--- src/hdl/gray_histogram_stretch_unit_macros.svh ---
// Assertion macros shared by the gray histogram stretch modules.
`ifndef GRAY_HISTOGRAM_STRETCH_UNIT_MACROS_SVH
`define GRAY_HISTOGRAM_STRETCH_UNIT_MACROS_SVH

// Same-cycle implication, disabled while in reset.
`define GHS_ASSERT_NOW(label, clk, rst, ante, cons) \
  label: assert property (@(posedge clk) disable iff (rst) (ante) |-> (cons)) \
    else $error("gray_histogram_stretch_unit: assertion failed");

// Next-cycle implication, disabled while in reset.
`define GHS_ASSERT_NEXT(label, clk, rst, ante, cons) \
  label: assert property (@(posedge clk) disable iff (rst) (ante) |=> (cons)) \
    else $error("gray_histogram_stretch_unit: assertion failed");

`endif

--- src/hdl/ghs_pkg.sv ---
// Types, constants and handshake structs of the gray histogram stretch unit.
package ghs_pkg;

  localparam int PixelField = 8;
  localparam int PixelBits  = 8;
  localparam int NumBits    = 2 * PixelBits;
  localparam int DivSteps   = PixelBits;
  localparam int CntBits    = (DivSteps > 1) ? $clog2(DivSteps) : 1;

  localparam logic [PixelBits-1:0] LevelFull = {PixelBits{1'b1}};

  typedef enum logic {
    FUNC_MEASURE = 1'b0,
    FUNC_APPLY   = 1'b1
  } func_t;

  typedef enum logic [1:0] {
    ST_IDLE,
    ST_DIVIDE,
    ST_LOAD
  } ctrl_state_t;

  typedef struct packed {
    logic take_measure;
    logic take_apply;
    logic div_step;
    logic load_out;
  } dp_cmd_t;

  typedef struct packed {
    logic quick;
    logic out_free;
  } dp_status_t;

endpackage

--- src/hdl/gray_histogram_stretch_unit.sv ---
// Min-max contrast stretch of gray pixels: top level.
//
// Input stream: s_axis_tdata carries the pixel; s_axis_tuser carries the item
// kind (measure or apply) and the frame start flag. A measure transaction
// folds the pixel into the running min/max (frame start, or the first pixel
// after reset, restarts both) and yields nothing. An apply transaction yields
// one output transaction: the pixel mapped so min goes to 0 and max to 255,
// rounded to nearest with ties to even, with flat_range set and level 0 when
// the range is empty or flat.
// Sequence: a measure item is taken in the idle state alone. An apply item whose
// answer is known from the compares alone (flat range, pixel at or below min, at
// or above max) goes straight to the load step; otherwise it first runs the 8 steps
// of the restoring divider, one quotient bit per cycle. The result shows on the
// output the cycle after the load.
// The output register frees the input side: new items are taken while a
// result waits; a stalled receiver holds a finished result in the load step
// until the register drains. Reset (rst, synchronous) empties the output and
// sets min to 255, max to 0, nothing measured.
module gray_histogram_stretch_unit
  import ghs_pkg::*;
(
  input  logic        clk,
  input  logic        rst,
  input  logic        s_axis_tvalid,
  output logic        s_axis_tready,
  input  logic [7:0]  s_axis_tdata,   // [7:0] pixel
  input  logic [1:0]  s_axis_tuser,   // [0] func, [1] frame_start
  output logic        m_axis_tvalid,
  input  logic        m_axis_tready,
  output logic [23:0] m_axis_tdata,   // [7:0] stretched, [15:8] range_low, [23:16] range_high
  output logic        m_axis_tuser    // [0] flat_range
);

  dp_cmd_t               cmd;
  dp_status_t            status;
  logic [PixelField-1:0] out_stretched;
  logic [PixelField-1:0] out_low;
  logic [PixelField-1:0] out_high;

  ghs_ctrl u_ctrl (
    .clk      (clk),
    .rst      (rst),
    .in_valid (s_axis_tvalid),
    .in_apply (s_axis_tuser[0] == FUNC_APPLY),
    .in_ready (s_axis_tready),
    .status   (status),
    .cmd      (cmd)
  );

  ghs_datapath u_datapath (
    .clk           (clk),
    .rst           (rst),
    .cmd           (cmd),
    .status        (status),
    .pixel         (s_axis_tdata),
    .frame_start   (s_axis_tuser[1]),
    .out_valid     (m_axis_tvalid),
    .out_ready     (m_axis_tready),
    .out_stretched (out_stretched),
    .out_flat      (m_axis_tuser),
    .out_low       (out_low),
    .out_high      (out_high)
  );

  assign m_axis_tdata = {out_high, out_low, out_stretched};

endmodule

--- src/hdl/ghs_div.sv ---
// Restoring divider, one quotient bit per step, rounding to nearest with ties to even.
module ghs_div
  import ghs_pkg::*;
(
  input  logic                 clk,
  input  logic                 init,
  input  logic                 step,
  input  logic [NumBits-1:0]   num,
  input  logic [PixelBits-1:0] den,
  output logic [PixelBits-1:0] result
);

  logic [PixelBits-1:0] rem;
  logic [PixelBits-1:0] nq;
  logic [PixelBits-1:0] dvs;
  logic [PixelBits:0]   rem_sh;
  logic                 ge;
  logic [PixelBits:0]   two_r;
  logic                 round_up;

  // Numerator is below den << PixelBits, so the upper half starts below den.
  assign rem_sh = {rem, nq[PixelBits-1]};
  assign ge     = rem_sh >= {1'b0, dvs};

  always_ff @(posedge clk) begin
    if (init) begin
      rem <= num[NumBits-1:PixelBits];
      nq  <= num[PixelBits-1:0];
      dvs <= den;
    end else if (step) begin
      rem <= ge ? PixelBits'(rem_sh - {1'b0, dvs}) : rem_sh[PixelBits-1:0];
      nq  <= (nq << 1) | PixelBits'(ge);
    end
  end

  assign two_r    = {rem, 1'b0};
  assign round_up = (two_r > {1'b0, dvs}) || ((two_r == {1'b0, dvs}) && nq[0]);
  assign result   = nq + PixelBits'(round_up);

endmodule

--- src/hdl/ghs_datapath.sv ---
// Min/max tracking, operand capture, divider and output register.
module ghs_datapath
  import ghs_pkg::*;
(
  input  logic                  clk,
  input  logic                  rst,
  input  dp_cmd_t               cmd,
  output dp_status_t            status,
  input  logic [PixelField-1:0] pixel,
  input  logic                  frame_start,
  output logic                  out_valid,
  input  logic                  out_ready,
  output logic [PixelField-1:0] out_stretched,
  output logic                  out_flat,
  output logic [PixelField-1:0] out_low,
  output logic [PixelField-1:0] out_high
);

  logic [PixelBits-1:0] level_min;
  logic [PixelBits-1:0] level_max;
  logic                 seen_any;
  logic [PixelBits-1:0] app_lo;
  logic [PixelBits-1:0] app_hi;
  logic                 app_flat;
  logic                 app_quick;
  logic [PixelBits-1:0] app_quick_val;

  logic [PixelBits-1:0] p_in;
  logic                 flat_now;
  logic                 low_now;
  logic                 high_now;
  logic [PixelBits-1:0] diff;
  logic [NumBits-1:0]   num;
  logic [PixelBits-1:0] div_result;

  assign p_in     = PixelBits'(pixel);
  assign flat_now = !seen_any || (level_max <= level_min);
  assign low_now  = p_in <= level_min;
  assign high_now = p_in >= level_max;

  // (p - min) * full scale as a shift and subtract
  assign diff = p_in - level_min;
  assign num  = {diff, {PixelBits{1'b0}}} - NumBits'(diff);

  assign status.quick    = flat_now || low_now || high_now;
  assign status.out_free = !out_valid || out_ready;

  always_ff @(posedge clk) begin
    if (rst) begin
      level_min <= LevelFull;
      level_max <= '0;
      seen_any  <= 1'b0;
    end else if (cmd.take_measure) begin
      if (frame_start || !seen_any) begin
        level_min <= p_in;
        level_max <= p_in;
        seen_any  <= 1'b1;
      end else begin
        if (p_in < level_min) level_min <= p_in;
        if (p_in > level_max) level_max <= p_in;
      end
    end
  end

  always_ff @(posedge clk) begin
    if (cmd.take_apply) begin
      app_lo        <= level_min;
      app_hi        <= level_max;
      app_flat      <= flat_now;
      app_quick     <= flat_now || low_now || high_now;
      app_quick_val <= (flat_now || low_now) ? '0 : LevelFull;
    end
  end

  ghs_div u_div (
    .clk    (clk),
    .init   (cmd.take_apply),
    .step   (cmd.div_step),
    .num    (num),
    .den    (level_max - level_min),
    .result (div_result)
  );

  always_ff @(posedge clk) begin
    if (rst) begin
      out_valid <= 1'b0;
    end else if (cmd.load_out) begin
      out_valid <= 1'b1;
    end else if (out_ready) begin
      out_valid <= 1'b0;
    end
  end

  always_ff @(posedge clk) begin
    if (cmd.load_out) begin
      out_stretched <= PixelField'(app_quick ? app_quick_val : div_result);
      out_flat      <= app_flat;
      out_low       <= PixelField'(app_lo);
      out_high      <= PixelField'(app_hi);
    end
  end

  `include "gray_histogram_stretch_unit_macros.svh"

  `GHS_ASSERT_NOW(a_minmax_order, clk, rst, seen_any, level_min <= level_max)
  `GHS_ASSERT_NOW(a_flat_zero, clk, rst, out_valid && out_flat, out_stretched == '0)
  `GHS_ASSERT_NOW(a_range_open, clk, rst, out_valid && !out_flat, out_low < out_high)

endmodule

--- src/hdl/ghs_ctrl.sv ---
// Sequencer: accepts items, steps the divider, loads the output register.
module ghs_ctrl
  import ghs_pkg::*;
(
  input  logic       clk,
  input  logic       rst,
  input  logic       in_valid,
  input  logic       in_apply,
  output logic       in_ready,
  input  dp_status_t status,
  output dp_cmd_t    cmd
);

  ctrl_state_t        state;
  ctrl_state_t        state_next;
  logic [CntBits-1:0] step_cnt;
  logic               last_step;

  assign last_step = step_cnt == CntBits'(DivSteps - 1);

  always_ff @(posedge clk) begin
    if (rst) begin
      state <= ST_IDLE;
    end else begin
      state <= state_next;
    end
  end

  always_ff @(posedge clk) begin
    if (rst) begin
      step_cnt <= '0;
    end else if (state != ST_DIVIDE) begin
      step_cnt <= '0;
    end else begin
      step_cnt <= step_cnt + CntBits'(1);
    end
  end

  always_comb begin
    state_next = state;
    unique case (state)
      ST_IDLE: begin
        if (in_valid && in_apply) begin
          state_next = status.quick ? ST_LOAD : ST_DIVIDE;
        end
      end
      ST_DIVIDE: begin
        if (last_step) state_next = ST_LOAD;
      end
      ST_LOAD: begin
        if (status.out_free) state_next = ST_IDLE;
      end
      default: state_next = ST_IDLE;
    endcase
  end

  always_comb begin
    in_ready         = 1'b0;
    cmd.take_measure = 1'b0;
    cmd.take_apply   = 1'b0;
    cmd.div_step     = 1'b0;
    cmd.load_out     = 1'b0;
    unique case (state)
      ST_IDLE: begin
        in_ready         = 1'b1;
        cmd.take_measure = in_valid && !in_apply;
        cmd.take_apply   = in_valid && in_apply;
      end
      ST_DIVIDE: cmd.div_step = 1'b1;
      ST_LOAD:   cmd.load_out = status.out_free;
      default: ;
    endcase
  end

  `include "gray_histogram_stretch_unit_macros.svh"

  `GHS_ASSERT_NOW(a_no_take_busy, clk, rst, state != ST_IDLE,
                  !cmd.take_measure && !cmd.take_apply)
  `GHS_ASSERT_NEXT(a_slow_divides, clk, rst, cmd.take_apply && !status.quick,
                   state == ST_DIVIDE && step_cnt == '0)
  `GHS_ASSERT_NEXT(a_last_loads, clk, rst, state == ST_DIVIDE && last_step,
                   state == ST_LOAD)

endmodule

--- config.mk ---
export PLATFORM = sky130hd
export DESIGN_NAME = gray_histogram_stretch_unit
export DESIGN_NICKNAME = d
export VERILOG_FILES = /design/src/hdl/ghs_pkg.sv /design/src/hdl/gray_histogram_stretch_unit.sv /design/src/hdl/ghs_div.sv /design/src/hdl/ghs_datapath.sv /design/src/hdl/ghs_ctrl.sv
export VERILOG_INCLUDE_DIRS = /design/src /design/src/hdl
export SDC_FILE = /design/constraint.sdc
export NUM_CORES = 1
export LEC_CHECK = 0
export ABC_AREA = 1
export BUFFER_PORTS_ARGS = -buffer_cell sky130_fd_sc_hd__buf_2
export CORE_UTILIZATION = 55
export DETAILED_ROUTE_END_ITERATION = 8
export PLACE_DENSITY = 0.78
export SYNTH_ARGS = -nofsm -noshare
export SYNTH_HDL_FRONTEND = slang
export SYNTH_HIERARCHICAL = 1
export SYNTH_SLANG_ARGS = --single-unit
--- constraint.sdc ---
create_clock -name clk -period 3.4 [get_ports clk]
set_clock_uncertainty 0.1 [all_clocks]
set_input_delay 0.17 -clock clk [delete_from_list [all_inputs] [get_ports clk]]
set_output_delay 0.17 -clock clk [all_outputs]
set_load 0.02 [all_outputs]
# Word-level counts from Yosys, hierarchy flattened
# Cells that the tools add are included.
[totals]
in_bits = 14
output_inout_bits = 27
reg_bits = 98
wordCells = 84
[classes]
order_cmp = 7
bitwise = 1
n_eq_ne = 8
n_addsub = 6
n_mux = 22
reduce_logical = 22
[op_table]
columns = ["cell", "n"]
rows = [
  ["2-to-1 mux 8 bit", 11],
  ["subtractor 8 bit", 3],
  ["<= comparator 8 bit", 2],
  ["subtractor 16 x 8 -> 16 bit", 1],
  ["2-to-1 mux 2 bit", 5],
  ["equality test 9 x 8 -> 1 bit", 1],
  ["greater-or-equal comparator 9 x 8 -> 1 bit", 1],
  ["greater-than comparator 9 x 8 -> 1 bit", 1],
  ["adder 8 x 1 -> 8 bit", 1],
  ["greater-or-equal comparator 8 bit", 1],
  ["greater-than comparator 8 bit", 1],
  ["< comparator 8 bit", 1],
  ["!= test 2 x 1 -> 1 bit, second input constant", 4],
  ["OR 8 x 1 -> 8 bit", 1],
  ["nonzero test 2 bit", 4],
  ["logical OR 1 bit", 6],
  ["one-hot mux 2 bit (3 select lines)", 1],
  ["AND reduction 2 bit", 3],
  ["2-to-1 mux 1 bit", 5],
  ["adder 3 x 1 -> 3 bit, second input constant", 1],
  ["equality test 3 bit, second input constant", 1],
  ["logical AND 1 bit", 3],
  ["logical NOT 1 bit", 3],
  ["AND reduction 3 bit", 1],
  ["other kinds (4)", 4],
]

# Longest topological paths before layout
[depth]
depth_word = 7
mapped_depth = 18
ltp_nobuf = 18

# By module
# The synthesis kept the hierarchy.
[modules_own_cells]
columns = ["mod", "instances", "seq_area_each_um2", "area_each_um2", "cells_per_inst"]
rows = [
  ["ghs_datapath", 1, 1681.6, 3490.8, 395],
  ["ghs_div", 1, 720.7, 1671.6, 205],
  ["ghs_ctrl", 1, 100.1, 266.5, 37],
]

# Least setup slack after synthesis
# Ideal clock, no wire load.
[synth_timing]
kind = "register to register"
startpoint = "reg u_ctrl.state[0]"
endpoint = "reg u_datapath.u_div.nq[0] (enable)"
arrival_time_ns = 3.017
required_ns = 2.964
stages_incl_launch_ff = 3
slack_ns = -0.053
setup_time_ns = 0.336
synth_period_minus_slack_ns = 3.453
n_path_buf = 0
path_cell_list = "dfxtp_1 > nor3_1 > or2_2"
[synth_rtl]
columns = ["item", "line", "rtl"]
rows = [
  ["from (decl)", "ghs_ctrl.sv:14", "ctrl_state_t state;"],
  ["from (signal assigned)", "ghs_ctrl.sv:25", "state <= state_next;"],
  ["to (signal assigned)", "ghs_div.sv:28", "nq <= num[PixelBits-1:0];"],
  ["to (signal assigned)", "ghs_div.sv:32", "nq <= (nq << 1) | PixelBits'(ge);"],
  ["to (decl)", "ghs_div.sv:14", "logic [PixelBits-1:0] nq;"],
]

# Final worst setup path
[layout_timing]
startpoint = "reg u_datapath.u_div.rem[4]"
endpoint = "reg u_datapath.out_stretched[7] (data pin)"
[layout_via]
elab_chain_cells = 5
word_cells_on_any_way = 6
cone_classes = "add/sub: 1; order compare: 1; eq/ne: 1; mux: 1; reduce/logical: 2"
[layout_lines]
columns = ["item", "line", "rtl"]
rows = [
  ["from (decl)", "ghs_div.sv:13", "logic [PixelBits-1:0] rem;"],
  ["from (signal assigned)", "ghs_div.sv:27", "rem <= num[NumBits-1:PixelBits];"],
  ["from (signal assigned)", "ghs_div.sv:31", "rem <= ge ? PixelBits'(rem_sh - {1'b0, dvs}) : rem_sh[PixelBits-1:0];"],
  ["branches (longest 2 deep; another with greater-than comparator 9 x 8 -> 1 bit)", "--", ""],
  ["logical OR 1 bit (*)", "ghs_div.sv:37", "assign round_up = (two_r > {1'b0, dvs}) || ((two_r == {1'b0, dvs}) && nq[0]);"],
  ["adder 8 x 1 -> 8 bit (*)", "ghs_div.sv:38", "assign result = nq + PixelBits'(round_up);"],
  ["named net u_datapath.div_result[7]", "ghs_datapath.sv:34", "logic [PixelBits-1:0] div_result;"],
  ["2-to-1 mux 8 bit (*)", "ghs_datapath.sv:96", "out_stretched <= PixelField'(app_quick ? app_quick_val : div_result);"],
  ["to (signal assigned)", "ghs_datapath.sv:96", ""],
  ["to (decl)", "ghs_datapath.sv:13", "output logic [PixelField-1:0] out_stretched,"],
]
# Mark *: on every way through the listed nets, which the timed path passes.
# A chain may end at the register's enable or synchronous reset.

==> results.cfg <==
[clock_tree]
cts-root-buf = clkbuf_8
post_cts_resize_count = 0
cts-hold-fix-buffers = 3
cts_buffer_depth = 2
clock_latency_ns = 0.36
cts_setup_buffers = 0
cts_tree = yes
cts.sink_count = 91
h-tree-depth = 3
numCtsBuffers = 9
clkSlewWorstSetupHoldPaths_ns = 0.10

[grt]
grt_pass1_wl_microns = 18200
grt_overflow = 0
track_usage_pct = 22.9
antenna_found_initial = 0
grt_pass1_vias = 3867
grt_max_degree = 28

[layout]
final_util_pct = 63.8
fin_nets = 743
diodes = 0
final_layout_size_suffix_gt1_share_pct = 15.6
area_growth_syn_to_layout_pct = 10.6

[worst_setup_path]
r2r-end = u_datapath/out_stretched[7]$_DFFE_PP_
r2r-start = u_datapath/u_div/rem[4]$_DFFE_PP_
cp_data_required_time_ns = 3.51
cp-end-kind = register
cp-start-kind = register
crit_arrival_ns = 2.85
path_max_fanout = 5
ff2ff_path_depth = 15
rrSetupSlack_ns = 0.66
path_class = reg2reg

[placement]
gp_congestion = 0.947
dp_hpwl_microns = 8750
io_buffers = 40

[synthesis]
netlist_top_cells_area = edfxtp_1 38%, nand2_1 11%, ha_1 9.0%, dfxtp_1 8.5%, inv_1 7.7%
synth_most_common_cell = nand2_1
syn-num-nets = 693
syn_inst = 637
synth_edf_count = 68
avgSynthCellArea_sq_um = 8.52
yosysTopAreaCell = edfxtp_1
syn-cell-area_sq_um = 5430
ys_types = 39
synthFlopType = edfxtp_1
ys_seq_elements = 91
ys_top_cells_by_count = 160 x nand2_1, 111 x inv_1, 68 x edfxtp_1
seq_area_frac_synth_pct = 46.1
yosysTopAreaCellShare_pct = 37.6
async_reset_ff_share_pct = 0
yosys_warnings = 6

[routing]
wirelength_microns = 11200
drt_pass1_iterations = 5
viasPerCell = 5.15
dr_total_vias = 4232
drc = 0
wl_per_cell_microns = 13.6
ant_nets = 0
drt_iter0_drc = 241

[timing]
hold_viol = 0
finalSetupViolCount = 0
rsz0062_at_grt = false
fmax_mhz = 364
drv_slew = 0
fin_crit_ns = 2.75
setup_tns_ns = 0
worst_pin_slew_ns = 0.945
relSlewSlack_pct = 36.7
post-route-period-util_pct = 80.7

[floorplanning]
fp.dieH_microns = 101
dieArea_sq_um = 10300
core_sq_um = 9420
core.rowCount = 35
start_util_pct = 57.7
fp.dieW_microns = 101
ios = 41

[pwr]
power.total_w = 0.00267
irDropWorstVdd_mv = 0.203
leakagePower_nw = 2.88
cellPowerDensity_nw_per_um2 = 444

[hold_path]
hold_path_end = u_datapath/level_min[7]$_SDFFE_PP1P_
worstHoldStart = s_axis_tdata[7]
min-delay-path-class = in2reg
holdPathStages = 3

[run]
maxCapViolations = 0

[run_status]
run_status = finished clean
## flip-flops by register name, summed over array words and instances, names as in the netlist
signal / count
u_datapath/app_quick: 1
u_ctrl/state: 2
u_ctrl/step_cnt: 3
u_datapath/app_quick_val: 1
u_datapath/level_min: 8
u_datapath/app_lo: 8
u_datapath/out_stretched: 8
u_datapath/seen_any: 1
u_datapath/out_valid: 1
u_datapath/level_max: 8
u_datapath/app_flat: 1
u_datapath/app_hi: 8
u_datapath/out_flat: 1
u_datapath/u_div/rem: 8
u_datapath/out_high: 8
u_datapath/u_div/nq: 8
u_datapath/out_low: 8
u_datapath/u_div/dvs: 8
## cell usage in the layout (no fill, tap or decap), types with 2 or more instances in the layout
cell type / count
a21oi_2: 3
nor2_1: 35
nor2_4: 3
buf_2: 40
a31oi_1: 2
dfxtp_1: 23
fa_1: 3
nor2_2: 4
nand3_1: 58
nand3b_1: 2
nand2_2: 15
nand4_1: 6
buf_4: 4
xnor2_1: 3
nor3_4: 2
dlygate4sd3_1: 3
o21ai_0: 19
nand2_4: 3
inv_1: 111
nand2_1: 160
clkbuf_8: 9
xor2_1: 16
nand3_2: 6
or2_2: 2
o21ai_1: 2
nor3_1: 5
a21oi_1: 20
inv_2: 6
edfxtp_1: 68
inv_4: 4
o21bai_1: 3
ha_1: 39
## per-layer routing
metal | part of all wire [%] | vias up | wire, microns | global-route usage [%]
met5 | 0 | - | 0 | 0
li1 | - | 2152 | - | -
met4 | 0.49 | 0 | 55 | 5.91
met1 | 46 | 1924 | 5170 | 32.8
met3 | 6.0 | 6 | 670 | 3.86
met2 | 47 | 150 | 5280 | 36.3
## how the worst max path moves through the flow
stage | endpoint | startpoint | cells past startpoint | slack (ns)
floorplan | u_datapath/out_flat$_DFFE_PP_ | u_datapath/out_valid$_SDFFE_PP0P_ | 3 | 0.57
global placement | u_datapath/out_stretched[6]$_DFFE_PP_ | u_datapath/u_div/rem[3]$_DFFE_PP_ | 16 | 0.74
detailed placement | u_datapath/out_stretched[6]$_DFFE_PP_ | u_datapath/u_div/rem[3]$_DFFE_PP_ | 16 | 0.67
CTS | u_datapath/out_stretched[6]$_DFFE_PP_ | u_datapath/u_div/rem[3]$_DFFE_PP_ | 16 | 0.64
global route | u_datapath/out_stretched[6]$_DFFE_PP_ | u_datapath/u_div/rem[4]$_DFFE_PP_ | 14 | 0.41
finish | u_datapath/out_stretched[7]$_DFFE_PP_ | u_datapath/u_div/rem[4]$_DFFE_PP_ | 15 | 0.66
## power breakdown
group / switching, W / internal (W)
clock network: 0.000385 / 0.000276
logic: 0.000442 / 0.000236
registers: 0.0000443 / 0.00128
## final cells by class
class / instances / area [sq um]
Clock inverter: 6 / 47.5
Clock buffer: 10 / 128
Multi-Input combinational cell: 419 / 2460
Sequential cell: 91 / 2500
Inverter: 119 / 449
Tap cell: 129 / 161
Fill cell: 768 / 3410
Timing Repair Buffer: 47 / 260
## critical path, stage by stage (launching register included)
cell      delay [ns]
edfxtp_1        0.40
ha_1            0.40
nand2_2         0.12
nor3_4          0.22
a21oi_4         0.12
nand2_1         0.06
o21ai_1         0.06
inv_1           0.06
ha_1            0.15
nand2_1         0.06
nor2_1          0.18
nand3_1         0.14
nor3_1          0.20
xor2_1          0.16
inv_1           0.04
o21ai_0         0.12
## through the flow
stage / std cells / cell area, sq um / hold WS [ns] / worst slack (ns)
3_3_place_gp: 802 / 5800 / 0.302 / 0.739
4_1_cts: 821 / 6000 / 0.0166 / 0.645
5_1_grt: 821 / 6000 / 0.0325 / 0.415
6_report: 821 / 6000 / 0.0185 / 0.655
2_1_floorplan: 637 / 5430 / 0.132 / 0.570
3_5_place_dp: 802 / 5800 / 0.305 / 0.671
## logic make-up after synthesis
logic type	synth area share [%]
AND/OR/NAND/NOR	26.1
buffers and inverters	8.97
flip-flops	46.1
AO/OA/AOI/OAI	5.65
adder cells (fa/ha/maj)	10.1
XOR/XNOR	3.07
Note: power is estimated with default switching activity, not from simulation.
